--- config.mk ---
export PLATFORM = sky130hd
export DESIGN_NAME = http_chunked_body_decoder
export DESIGN_NICKNAME = d
export VERILOG_FILES = /design/src/design/hcbd_pkg.sv /design/src/design/http_chunked_body_decoder.sv /design/src/design/hcbd_queue.sv /design/src/design/hcbd_front.sv /design/src/design/hcbd_back.sv
export SDC_FILE = /design/constraint.sdc
export NUM_CORES = 1
export LEC_CHECK = 0
export ABC_AREA = 1
export ABC_CLOCK_PERIOD_IN_PS = 5300
export BUFFER_PORTS_ARGS = -buffer_cell sky130_fd_sc_hd__buf_4
export CAP_MARGIN = 10
export CORE_MARGIN = 1.5
export CORE_UTILIZATION = 40
export DETAILED_ROUTE_END_ITERATION = 7
export PLACE_DENSITY = 0.62
export SYNTH_ARGS = -nofsm -noshare
export SYNTH_HDL_FRONTEND = slang
export SYNTH_SLANG_ARGS = --single-unit
--- constraint.sdc ---
create_clock -name clk -period 5.3 [get_ports clk]
set_input_delay 0.265 -clock clk [delete_from_list [all_inputs] [get_ports clk]]
set_output_delay 0.265 -clock clk [all_outputs]
set_load 0.05 [all_outputs]
--- src/design/hcbd_pkg.sv ---
// Shared types, codes and helpers of the chunked body decoder.
package hcbd_pkg;

  localparam int SIZE_BITS_DEF   = 32;
  localparam int QUEUE_DEPTH_DEF = 2;

  localparam int CFG_W     = 32;
  localparam int CFG_IDX_W = 2;
  localparam int LINE_W    = 16;
  localparam int BODY_W    = 32;

  // Configuration register indexes
  localparam logic [CFG_IDX_W-1:0] REG_SIZE_LIMIT   = 2'd0;
  localparam logic [CFG_IDX_W-1:0] REG_TOTAL_CHECK  = 2'd1;
  localparam logic [CFG_IDX_W-1:0] REG_MAX_LINE_LEN = 2'd2;

  // Result kinds
  localparam logic [1:0] K_NONE = 2'd0;
  localparam logic [1:0] K_BYTE = 2'd1;
  localparam logic [1:0] K_END  = 2'd2;
  localparam logic [1:0] K_ERR  = 2'd3;

  // Error codes
  localparam logic [2:0] ERR_NO_DIGITS   = 3'd0;
  localparam logic [2:0] ERR_CHUNK_LARGE = 3'd1;
  localparam logic [2:0] ERR_BODY_LARGE  = 3'd2;
  localparam logic [2:0] ERR_OVERFLOW    = 3'd3;
  localparam logic [2:0] ERR_LINE_LONG   = 3'd4;

  // Characters
  localparam logic [7:0] CH_LF  = 8'h0A;
  localparam logic [7:0] CH_CR  = 8'h0D;
  localparam logic [7:0] CH_TAB = 8'h09;
  localparam logic [7:0] CH_VT  = 8'h0B;
  localparam logic [7:0] CH_FF  = 8'h0C;
  localparam logic [7:0] CH_SP  = 8'h20;

  typedef enum logic [5:0] {
    PH_SIZE       = 6'b000001,
    PH_DATA       = 6'b000010,
    PH_AFTER_DATA = 6'b000100,
    PH_LAST_LINE  = 6'b001000,
    PH_DONE       = 6'b010000,
    PH_ERROR      = 6'b100000
  } phase_t;

  // Classified wire byte handed from front to back
  typedef struct packed {
    logic [7:0] data;
    logic       is_lf;
    logic       is_cr;
    logic       is_blank;
    logic       is_hex;
    logic [3:0] hex;
  } class_t;

  typedef struct packed {
    logic [CFG_W-1:0]  size_limit;
    logic              total_check_enable;
    logic [LINE_W-1:0] max_line_len;
  } cfg_t;

  typedef struct packed {
    logic [1:0]        kind;
    logic [7:0]        payload_byte;
    logic [2:0]        error_code;
    logic [BODY_W-1:0] body_length;
  } result_t;

  function automatic logic [4:0] hex_lookup(input logic [7:0] c);
    logic [4:0] r;
    r = 5'd0;
    if (c >= 8'h30 && c <= 8'h39) begin
      r = {1'b1, 4'(c - 8'h30)};
    end else if (c >= 8'h61 && c <= 8'h66) begin
      r = {1'b1, 4'(c - 8'h57)};
    end else if (c >= 8'h41 && c <= 8'h46) begin
      r = {1'b1, 4'(c - 8'h37)};
    end
    return r;
  endfunction

endpackage

--- src/design/http_chunked_body_decoder.sv ---
// Chunked transfer body decoder: top level with configuration registers and result queue.
//
// Decodes an HTTP/1.1 chunked body one wire byte per clock while neither
// queue stalls, and gives exactly one result word per accepted byte: nothing,
// a payload byte, end of body, or an error (reported once, then input is
// ignored until rst). A byte pushed at one edge is classified into a short
// input queue, runs through the framing state machine in the next cycle when
// nothing stalls and is registered into the result queue, from which it can
// then be popped; the rate is set by the combinational size-line update
// (shift-add of the hex digit and the limit compare) in the back stage. Both
// queues hold QUEUE_DEPTH words, so either side may stall without the other.
// Registers are written through cfg_write/cfg_index/cfg_data; the user must
// write them only while the block is idle, not enforced here; index 3 is ignored.
module http_chunked_body_decoder import hcbd_pkg::*; #(
  parameter int SIZE_BITS   = SIZE_BITS_DEF,
  parameter int QUEUE_DEPTH = QUEUE_DEPTH_DEF
) (
  input  logic                 clk,
  input  logic                 rst,
  input  logic                 push,
  output logic                 full,
  input  logic [7:0]           wire_byte,
  output logic                 empty,
  input  logic                 pop,
  output logic [1:0]           kind,
  output logic [7:0]           payload_byte,
  output logic [2:0]           error_code,
  output logic [BODY_W-1:0]    body_length,
  input  logic                 cfg_write,
  input  logic [CFG_IDX_W-1:0] cfg_index,
  input  logic [CFG_W-1:0]     cfg_data
);

  cfg_t    cfg;
  class_t  cls;
  logic    avail;
  logic    take;
  logic    res_full;
  logic    res_push;
  result_t res_in;
  result_t res_out;

  always_ff @(posedge clk) begin
    if (rst) begin
      cfg.size_limit         <= '0;
      cfg.total_check_enable <= 1'b1;
      cfg.max_line_len       <= LINE_W'(8192);
    end else if (cfg_write) begin
      case (cfg_index)
        REG_SIZE_LIMIT:   cfg.size_limit         <= cfg_data;
        REG_TOTAL_CHECK:  cfg.total_check_enable <= cfg_data[0];
        REG_MAX_LINE_LEN: cfg.max_line_len       <= cfg_data[LINE_W-1:0];
        default: ;
      endcase
    end
  end

  hcbd_front #(
    .QUEUE_DEPTH (QUEUE_DEPTH)
  ) u_front (
    .clk       (clk),
    .rst       (rst),
    .push      (push),
    .full      (full),
    .wire_byte (wire_byte),
    .take      (take),
    .avail     (avail),
    .cls       (cls)
  );

  hcbd_back #(
    .SIZE_BITS (SIZE_BITS)
  ) u_back (
    .clk      (clk),
    .rst      (rst),
    .cfg      (cfg),
    .avail    (avail),
    .cls      (cls),
    .take     (take),
    .out_full (res_full),
    .out_push (res_push),
    .out_res  (res_in)
  );

  hcbd_queue #(
    .WIDTH ($bits(result_t)),
    .DEPTH (QUEUE_DEPTH)
  ) u_results (
    .clk   (clk),
    .rst   (rst),
    .push  (res_push),
    .din   (res_in),
    .full  (res_full),
    .pop   (pop),
    .dout  (res_out),
    .empty (empty)
  );

  assign kind         = res_out.kind;
  assign payload_byte = res_out.payload_byte;
  assign error_code   = res_out.error_code;
  assign body_length  = res_out.body_length;

  a_payload_only_on_byte: assert property (@(posedge clk) disable iff (rst)
    (!empty && kind != K_BYTE) |-> payload_byte == 8'd0)
    else $error("payload byte set on a non-payload word");

  a_code_only_on_error: assert property (@(posedge clk) disable iff (rst)
    (!empty && kind != K_ERR) |-> error_code == ERR_NO_DIGITS)
    else $error("error code set on a non-error word");

  a_body_monotonic: assert property (@(posedge clk) disable iff (rst)
    (!empty && pop) ##1 !empty |-> body_length >= $past(body_length))
    else $error("body length went backwards between words");

endmodule

--- src/design/hcbd_queue.sv ---
// Small register FIFO used between the decoder stages and at the result side.
module hcbd_queue import hcbd_pkg::*; #(
  parameter int WIDTH = 8,
  parameter int DEPTH = QUEUE_DEPTH_DEF
) (
  input  logic             clk,
  input  logic             rst,
  input  logic             push,
  input  logic [WIDTH-1:0] din,
  output logic             full,
  input  logic             pop,
  output logic [WIDTH-1:0] dout,
  output logic             empty
);

  localparam int AW = (DEPTH > 1) ? $clog2(DEPTH) : 1;
  localparam int CW = $clog2(DEPTH + 1);
  localparam logic [AW-1:0] LAST = AW'(DEPTH - 1);
  localparam logic [CW-1:0] FULL_COUNT = CW'(DEPTH);

  logic [WIDTH-1:0] mem [DEPTH];
  logic [AW-1:0]    wr_ptr;
  logic [AW-1:0]    rd_ptr;
  logic [CW-1:0]    count;
  logic             do_push;
  logic             do_pop;

  assign full    = (count == FULL_COUNT);
  assign empty   = (count == '0);
  assign do_push = push && !full;
  assign do_pop  = pop && !empty;
  assign dout    = mem[rd_ptr];

  always_ff @(posedge clk) begin
    if (do_push) begin
      mem[wr_ptr] <= din;
    end
  end

  always_ff @(posedge clk) begin
    if (rst) begin
      wr_ptr <= '0;
      rd_ptr <= '0;
      count  <= '0;
    end else begin
      if (do_push) begin
        wr_ptr <= (wr_ptr == LAST) ? '0 : wr_ptr + 1'b1;
      end
      if (do_pop) begin
        rd_ptr <= (rd_ptr == LAST) ? '0 : rd_ptr + 1'b1;
      end
      if (do_push && !do_pop) begin
        count <= count + 1'b1;
      end else if (do_pop && !do_push) begin
        count <= count - 1'b1;
      end
    end
  end

endmodule

--- src/design/hcbd_front.sv ---
// Front stage: accepts wire bytes, classifies them and queues them for the back stage.
module hcbd_front import hcbd_pkg::*; #(
  parameter int QUEUE_DEPTH = QUEUE_DEPTH_DEF
) (
  input  logic       clk,
  input  logic       rst,
  input  logic       push,
  output logic       full,
  input  logic [7:0] wire_byte,
  input  logic       take,
  output logic       avail,
  output class_t     cls
);

  class_t     cls_in;
  logic [4:0] hx;
  logic       q_empty;

  always_comb begin
    hx              = hex_lookup(wire_byte);
    cls_in.data     = wire_byte;
    cls_in.is_lf    = (wire_byte == CH_LF);
    cls_in.is_cr    = (wire_byte == CH_CR);
    cls_in.is_blank = (wire_byte == CH_SP) || (wire_byte == CH_TAB) ||
                      (wire_byte == CH_VT) || (wire_byte == CH_FF) ||
                      (wire_byte == CH_CR);
    cls_in.is_hex   = hx[4];
    cls_in.hex      = hx[3:0];
  end

  hcbd_queue #(
    .WIDTH ($bits(class_t)),
    .DEPTH (QUEUE_DEPTH)
  ) u_queue (
    .clk   (clk),
    .rst   (rst),
    .push  (push),
    .din   (cls_in),
    .full  (full),
    .pop   (take),
    .dout  (cls),
    .empty (q_empty)
  );

  assign avail = !q_empty;

endmodule

--- src/design/hcbd_back.sv ---
// Back stage: chunk framing state machine, size checks and result formation.
module hcbd_back import hcbd_pkg::*; #(
  parameter int SIZE_BITS = SIZE_BITS_DEF
) (
  input  logic    clk,
  input  logic    rst,
  input  cfg_t    cfg,
  input  logic    avail,
  input  class_t  cls,
  output logic    take,
  input  logic    out_full,
  output logic    out_push,
  output result_t out_res
);

  localparam int WW = ((SIZE_BITS > BODY_W) ? SIZE_BITS : BODY_W) + 1;

  phase_t                phase, phase_next;
  logic [SIZE_BITS-1:0]  chunk_remaining, chunk_remaining_next;
  logic [SIZE_BITS-1:0]  size_accum, size_accum_next;
  logic                  digits_seen, digits_seen_next;
  logic                  digits_ended, digits_ended_next;
  logic [LINE_W-1:0]     line_length, line_length_next;
  logic [BODY_W-1:0]     body_count, body_count_next;

  logic [WW-1:0] accum_w;
  logic [WW-1:0] limit_w;
  logic [WW-1:0] total_w;
  logic          limit_on;
  logic          line_full;
  logic [1:0]    kind;
  logic [7:0]    pbyte;
  logic [2:0]    ecode;

  assign take     = avail && !out_full;
  assign out_push = take;

  assign accum_w   = {{(WW-SIZE_BITS){1'b0}}, size_accum};
  assign limit_w   = {{(WW-CFG_W){1'b0}}, cfg.size_limit};
  assign total_w   = {{(WW-BODY_W){1'b0}}, body_count} + accum_w;
  assign limit_on  = (cfg.size_limit != '0);
  assign line_full = (line_length >= cfg.max_line_len);

  always_comb begin
    phase_next           = phase;
    chunk_remaining_next = chunk_remaining;
    size_accum_next      = size_accum;
    digits_seen_next     = digits_seen;
    digits_ended_next    = digits_ended;
    line_length_next     = line_length;
    body_count_next      = body_count;
    kind                 = K_NONE;
    pbyte                = 8'd0;
    ecode                = ERR_NO_DIGITS;

    unique case (phase)
      PH_SIZE: begin
        if (cls.is_lf) begin
          if (!digits_seen) begin
            kind = K_ERR; ecode = ERR_NO_DIGITS;
          end else if (limit_on && accum_w > limit_w) begin
            kind = K_ERR; ecode = ERR_CHUNK_LARGE;
          end else if (cfg.total_check_enable && limit_on && total_w > limit_w) begin
            kind = K_ERR; ecode = ERR_BODY_LARGE;
          end else begin
            size_accum_next   = '0;
            digits_seen_next  = 1'b0;
            digits_ended_next = 1'b0;
            line_length_next  = '0;
            if (size_accum == '0) begin
              phase_next = PH_LAST_LINE;
            end else begin
              chunk_remaining_next = size_accum;
              phase_next           = PH_DATA;
            end
          end
        end else if (!cls.is_cr && line_full) begin
          kind = K_ERR; ecode = ERR_LINE_LONG;
        end else begin
          if (!cls.is_cr) begin
            line_length_next = line_length + 1'b1;
          end
          // blanks before the first digit are skipped
          if (!(!digits_seen && !digits_ended && cls.is_blank)) begin
            if (cls.is_hex && !digits_ended) begin
              if (size_accum[SIZE_BITS-1 -: 4] != 4'd0) begin
                kind = K_ERR; ecode = ERR_OVERFLOW;
              end else begin
                size_accum_next  = {size_accum[SIZE_BITS-5:0], cls.hex};
                digits_seen_next = 1'b1;
              end
            end else begin
              digits_ended_next = 1'b1;
            end
          end
        end
      end
      PH_DATA: begin
        kind  = K_BYTE;
        pbyte = cls.data;
        if (body_count != '1) begin
          body_count_next = body_count + 1'b1;
        end
        chunk_remaining_next = chunk_remaining - SIZE_BITS'(chunk_remaining != '0);
        if (chunk_remaining_next == '0) begin
          size_accum_next   = '0;
          digits_seen_next  = 1'b0;
          digits_ended_next = 1'b0;
          line_length_next  = '0;
          phase_next        = PH_AFTER_DATA;
        end
      end
      PH_AFTER_DATA, PH_LAST_LINE: begin
        if (cls.is_lf) begin
          size_accum_next   = '0;
          digits_seen_next  = 1'b0;
          digits_ended_next = 1'b0;
          line_length_next  = '0;
          if (phase == PH_LAST_LINE) begin
            phase_next = PH_DONE;
            kind       = K_END;
          end else begin
            phase_next = PH_SIZE;
          end
        end else if (!cls.is_cr && line_full) begin
          kind = K_ERR; ecode = ERR_LINE_LONG;
        end else if (!cls.is_cr) begin
          line_length_next = line_length + 1'b1;
        end
      end
      PH_DONE, PH_ERROR: begin
        kind = K_NONE;
      end
      default: begin
        kind = K_NONE;
      end
    endcase

    // an error freezes everything else
    if (kind == K_ERR) begin
      phase_next           = PH_ERROR;
      chunk_remaining_next = chunk_remaining;
      size_accum_next      = size_accum;
      digits_seen_next     = digits_seen;
      digits_ended_next    = digits_ended;
      line_length_next     = line_length;
      body_count_next      = body_count;
    end

    out_res.kind         = kind;
    out_res.payload_byte = pbyte;
    out_res.error_code   = (kind == K_ERR) ? ecode : ERR_NO_DIGITS;
    out_res.body_length  = body_count_next;
  end

  always_ff @(posedge clk) begin
    if (rst) begin
      phase           <= PH_SIZE;
      chunk_remaining <= '0;
      size_accum      <= '0;
      digits_seen     <= 1'b0;
      digits_ended    <= 1'b0;
      line_length     <= '0;
      body_count      <= '0;
    end else if (take) begin
      phase           <= phase_next;
      chunk_remaining <= chunk_remaining_next;
      size_accum      <= size_accum_next;
      digits_seen     <= digits_seen_next;
      digits_ended    <= digits_ended_next;
      line_length     <= line_length_next;
      body_count      <= body_count_next;
    end
  end

endmodule
# [Word level (Yosys, flattened, before mapping)]
# Memories as Yosys holds them, arrays and structs flattened. A register that Yosys moved wholly into a read port is not among the register bits.
# Cells that the tools add are included.
[word_totals] regBits=177 ram_bits=122 mem_count=2
[mem_list] memory="u_results.mem" words=2 word_bits=45 rd=1 rd_clocked_by_memory_dff=1 write_ports=1 line_no="hcbd_queue.sv:21" text="logic [WIDTH-1:0] mem [DEPTH];"
[mem_list] memory="u_front.u_queue.mem" words=2 word_bits=16 rd=1 rd_clocked_by_memory_dff=1 write_ports=1 line_no="hcbd_queue.sv:21"
[op_classes] n_addsub=15 order_cmp=9 eq_ne=37 n_mux=102 n_bitwise=1 n_reduce_logical=57
[ops] operator="$mux 32" count=18
[ops] operator="$mux 16" count=8
[ops] operator="$pmux 32 s3" count=1
[ops] operator="$logic_not 32->1" count=2
[ops] operator="$pmux 32 s2" count=1
[ops] operator="$reduce_bool 32->1" count=2
[ops] operator="$pmux 16 s3" count=1
[ops] operator="$mux 6" count=7
[ops] operator="$eq 8x4->1 const B" count=5
[ops] operator="$mux 2" count=17
[ops] operator="$add 32x32->33" count=1
[ops] operator="$gt 33x32->1" count=1
[ops] operator="$add 32x1->32 const B" count=1
[ops] operator="$gt 32x32->1" count=1
[ops] operator="$ne 32x32->1 const B" count=1
[ops] operator="$sub 32x1->32" count=1
[ops] operator="$mux 1" count=29
[ops] operator="$mux 3" count=9
[ops] operator="$ne 3x3->1 const B" count=8
[ops] operator="$mux 5" count=4
[ops] operator="$logic_and 1x1->1" count=19
[ops] operator="$pmux 6 s3" count=1
[ops] operator="$add 16x1->16 const B" count=1
[ops] operator="$ge 16x16->1" count=1
[ops] operator="39 further kinds" count=81

# [Longest topological paths before layout]
[logic_depth] depth_word=11 ltp_mapped=35 mapped_depth_nobuf=34

# [Modules after synthesis]
# Synthesis repeated with hierarchy kept, for this count alone.
[unflattened] cells_unflattened=2496 area_unflattened_um2=18866.8
[by_module_without_submodules] module="hcbd_back" n_inst=1 cells_per_inst=1862 area_each_um2=11320.9
[by_module_without_submodules] module="hcbd_queue at u_results" n_inst=1 cells_per_inst=177 area_each_um2=3701.0
[by_module_without_submodules] module="http_chunked_body_decoder" n_inst=1 cells_per_inst=318 area_each_um2=2112.0
[by_module_without_submodules] module="hcbd_queue at u_front.u_queue" n_inst=1 cells_per_inst=87 area_each_um2=1457.6
[by_module_without_submodules] module="hcbd_front" n_inst=1 cells_per_inst=52 area_each_um2=275.3

# [Worst setup path after synthesis]
# No wires, ideal clock.
[synth_timing] path_kind="register -> register" start="register u_back.body_count[2]" end="memory u_results.mem[0][33] (netlist bit) (data pin)" t_arrival_ps=4180 t_required_ps=5116 slack_ps=937 path_stages_with_launch=30 n_path_buf=2 period_less_slack_ps=4363 path_cell_list="dfxtp_1 -> ha_1 -> a21oi_1 -> nand2_1 -> a21oi_1 -> o21ai_0 -> a21oi_1 -> o21ai_0 -> a21boi_0 -> nor2_1 -> o21ai_0 -> o21bai_1 -> xor2_1 -> ha_1 -> nand4_1 -> nor3_1 -> nand2_1 -> nand2_1 -> nand2_1 -> nand2_1 -> nand2_1 -> nand2_2 -> nand2_1 -> nand2_1 -> nand3_2 -> nand3_1 -> nand2_1 -> buf_6 -> buf_4 -> a211oi_1"
[synth_rtl] element="start: declaration" line_no="hcbd_back.sv:24" text="logic [BODY_W-1:0] body_count, body_count_next;"
[synth_rtl] element="start signal: assignment" line_no="hcbd_back.sv:172" text="body_count <= body_count_next;"
[synth_rtl] element="end: declaration" line_no="hcbd_queue.sv:21"

==> results.tsv <==
metric	value	unit
grt_overflow_total	0	
path_clk_slew	60	ps
synth_edf_count	122	
path_max_fanout	21	
multi_input_area	9320	um^2
r2r_end	u_back.line_length[13]	
grt.total_usage	0.229	
area_delta_synth_final	16.3	%
ys_seq_area_frac	0.409	
cp.arrival	5330	ps
required	5680	ps
synth_nets	2417	
clockBufferDepth	3	
synth_area_leaders	edfxtp_1 21%, dfxtp_1 20%, nand2_1 8.9%	
rrSetupSlack	350	ps
synthCells	2246	
core_area	43400	um^2
cts_tree	yes	
netlist_top_cells_count	421 x nand2_1, 261 x nor2_1, 238 x inv_1, 208 x a21oi_1, 187 x o21ai_0	
chipHeight	214	um
worst_setup_path_start_kind	register	
instances_no_fill	2971	
syn-cell-area	17700	um^2
syn_avg_cell_area	7.89	um^2
dr_total_vias	15809	
skew	21.4	ps
ys_ff_latch	301	
worstSetupPathType	register to register	
grt_pass1_wl	81300	um
start_util	0.409	
postRouteAntennaNets	0	
slew_headroom	0.168	
rows	76	
worst_slew_pin_slew	1250	ps
max_freq	202	MHz
gp_congestion	0.948	
yosys.area.top_type	edfxtp_1	
place_area	19200	um^2
grt_max_degree	73	
layout-drive-gt1-share	0.120	
critical_path.max_stage_delay	540	ps
synth_top_flop_cell	dfxtp_1	
setup_violations	0	
cp-end-kind	register	
cts.sinks	301	
hpwl	38600	um
holdPathStages	3	
min_path_type	input port to register	
wl_per_cell	17.4	um
die_x	214	um
antenna_found_initial	0	
post-route-min-period	4950	ps
io_pins	94	
reg2reg_depth	28	
critPathSlowestCell	dfxtp_1	
status	finished, final reports clean	
drt_iter0_drc	1411	
cts-htree-levels	2	
synth_top_cell_area_share	0.207	
min_to	cfg[15]	
synthArstFlopShare	0	
nets	2531	
drt_pass1_iterations	6	
die_area	45600	um^2
fin_util	0.475	
critPathTopFamily	simple AND/OR/NAND/NOR gates	
port_buffers	93	
fin_area	20600	um^2
ys_types	53	
worst-path-buf-inv	2	
report.final.slew_viol_count	0	
clock_latency	560	ps
min-delay-start	cfg_data[15]	
cts_root_buffer	clkbuf_16	
numCtsBuffers	34	
reg2reg_from	u_back.body_count[9]	
tns	0	ps
yosysMostFrequentCell	nand2_1	
maxCapViolCount	0	
fillers	4251	
drt_wl_total	51700	um
drcViolationCount	0	
finalCritPeriodShare	0.934	
crit_start	u_back.body_count[9]	
dp.cells	2885	
ys.warnings.count	0	
vias_per_cell	5.32	
n_antenna_cell	0	
register_area	7250	um^2
hold_violations	0	
grt_pass1_vias	14733	
how the worst max path moves through the flow:
stage               cells past startpoint  slack [ps]                      to
floorplan                              29         940    u_results.mem[0][33]
global placement                       33          -9  u_back.line_length[10]
detailed placement                     33         -80  u_back.line_length[10]
CTS                                    32           3  u_back.line_length[10]
global route                           32         -30   u_back.line_length[2]
finish                                 28         350  u_back.line_length[13]
registers in the layout (all words and copies together) (netlist names), 2 cells and up, named ones only:
signal / flops
cfg: 49
u_back.body_count: 32
u_back.chunk_remaining: 32
u_back.line_length: 16
u_back.phase: 6
u_back.size_accum: 32
u_front.u_queue.count: 2
u_front.u_queue.mem: 32
u_results.count: 2
u_results.mem: 90
area by class of cell:
type / count / share of cell area
Clock buffer: 43 / 0.0444
Clock inverter: 19 / 0.0103
Inverter: 243 / 0.0444
Multi-Input combinational cell: 1623 / 0.452
Sequential cell: 301 / 0.352
Tap cell: 585 / 0.0355
Timing Repair Buffer: 157 / 0.0611
per-layer routing:
layer  up-vias  global-route usage  wire length, um  share of wire
li1       7818                   -                -              -
met1      7421               0.329            24700           0.48
met2       498               0.356            22700           0.44
met3        72              0.0289             3050          0.059
met4         0              0.0719             1290          0.025
met5         -                   0                0              0
tightest hold or removal path: stages:
cell,delay [ps]
buf_4,90
o21ai_0,70
a21oi_1,110
placed cells by master (no fill, tap or decap), drive strengths merged, types with 3 or more instances in the layout:
cell type    count
a211oi           3
a21o             3
a21oi          211
a31oi           12
buf            135
bufinv           4
clkbuf          43
clkinv          18
dfxtp          179
dlygate4sd3     22
edfxtp         122
ha             123
inv            239
mux2            45
nand2          425
nand3           65
nand3b           5
nand4           71
nor2           272
nor3            39
nor3b            4
nor4            27
o211ai           7
o21a             4
o21ai          188
o21bai           3
o22ai            3
or2              5
xnor2           32
xor2            66
per-stage QoR:
stage,hold WS [ps],setup slack (ps)
floorplan,364,937
global placement,438,-8.89
detailed placement,450,-77.2
CTS,0.358,3.18
global route,14.4,-27.1
finish,16.2,349
repair_timing:
item,in CTS,in global routing
buffers inserted,0,1
resized for setup,1,24
pin swaps,0,2
cloned,0,1
hold buffers,22,0
endpoints found under the hold margin,32,0
endpoints found under the setup margin,17,91
kinds of logic after synthesis:
logic type / after synthesis / share of synthesized area
AO/OA/AOI/OAI: 438 / 0.130
XOR/XNOR: 98 / 0.0484
adder cells (fa/ha/maj): 124 / 0.0880
buffers and inverters: 323 / 0.0711
flip-flops: 301 / 0.409
multiplexers: 46 / 0.0292
AND/OR/NAND/NOR: 916 / 0.225
Power is left out: the tool's default activity adds up to more than one toggle a clock period on the data nets, which glitch-free logic cannot reach.
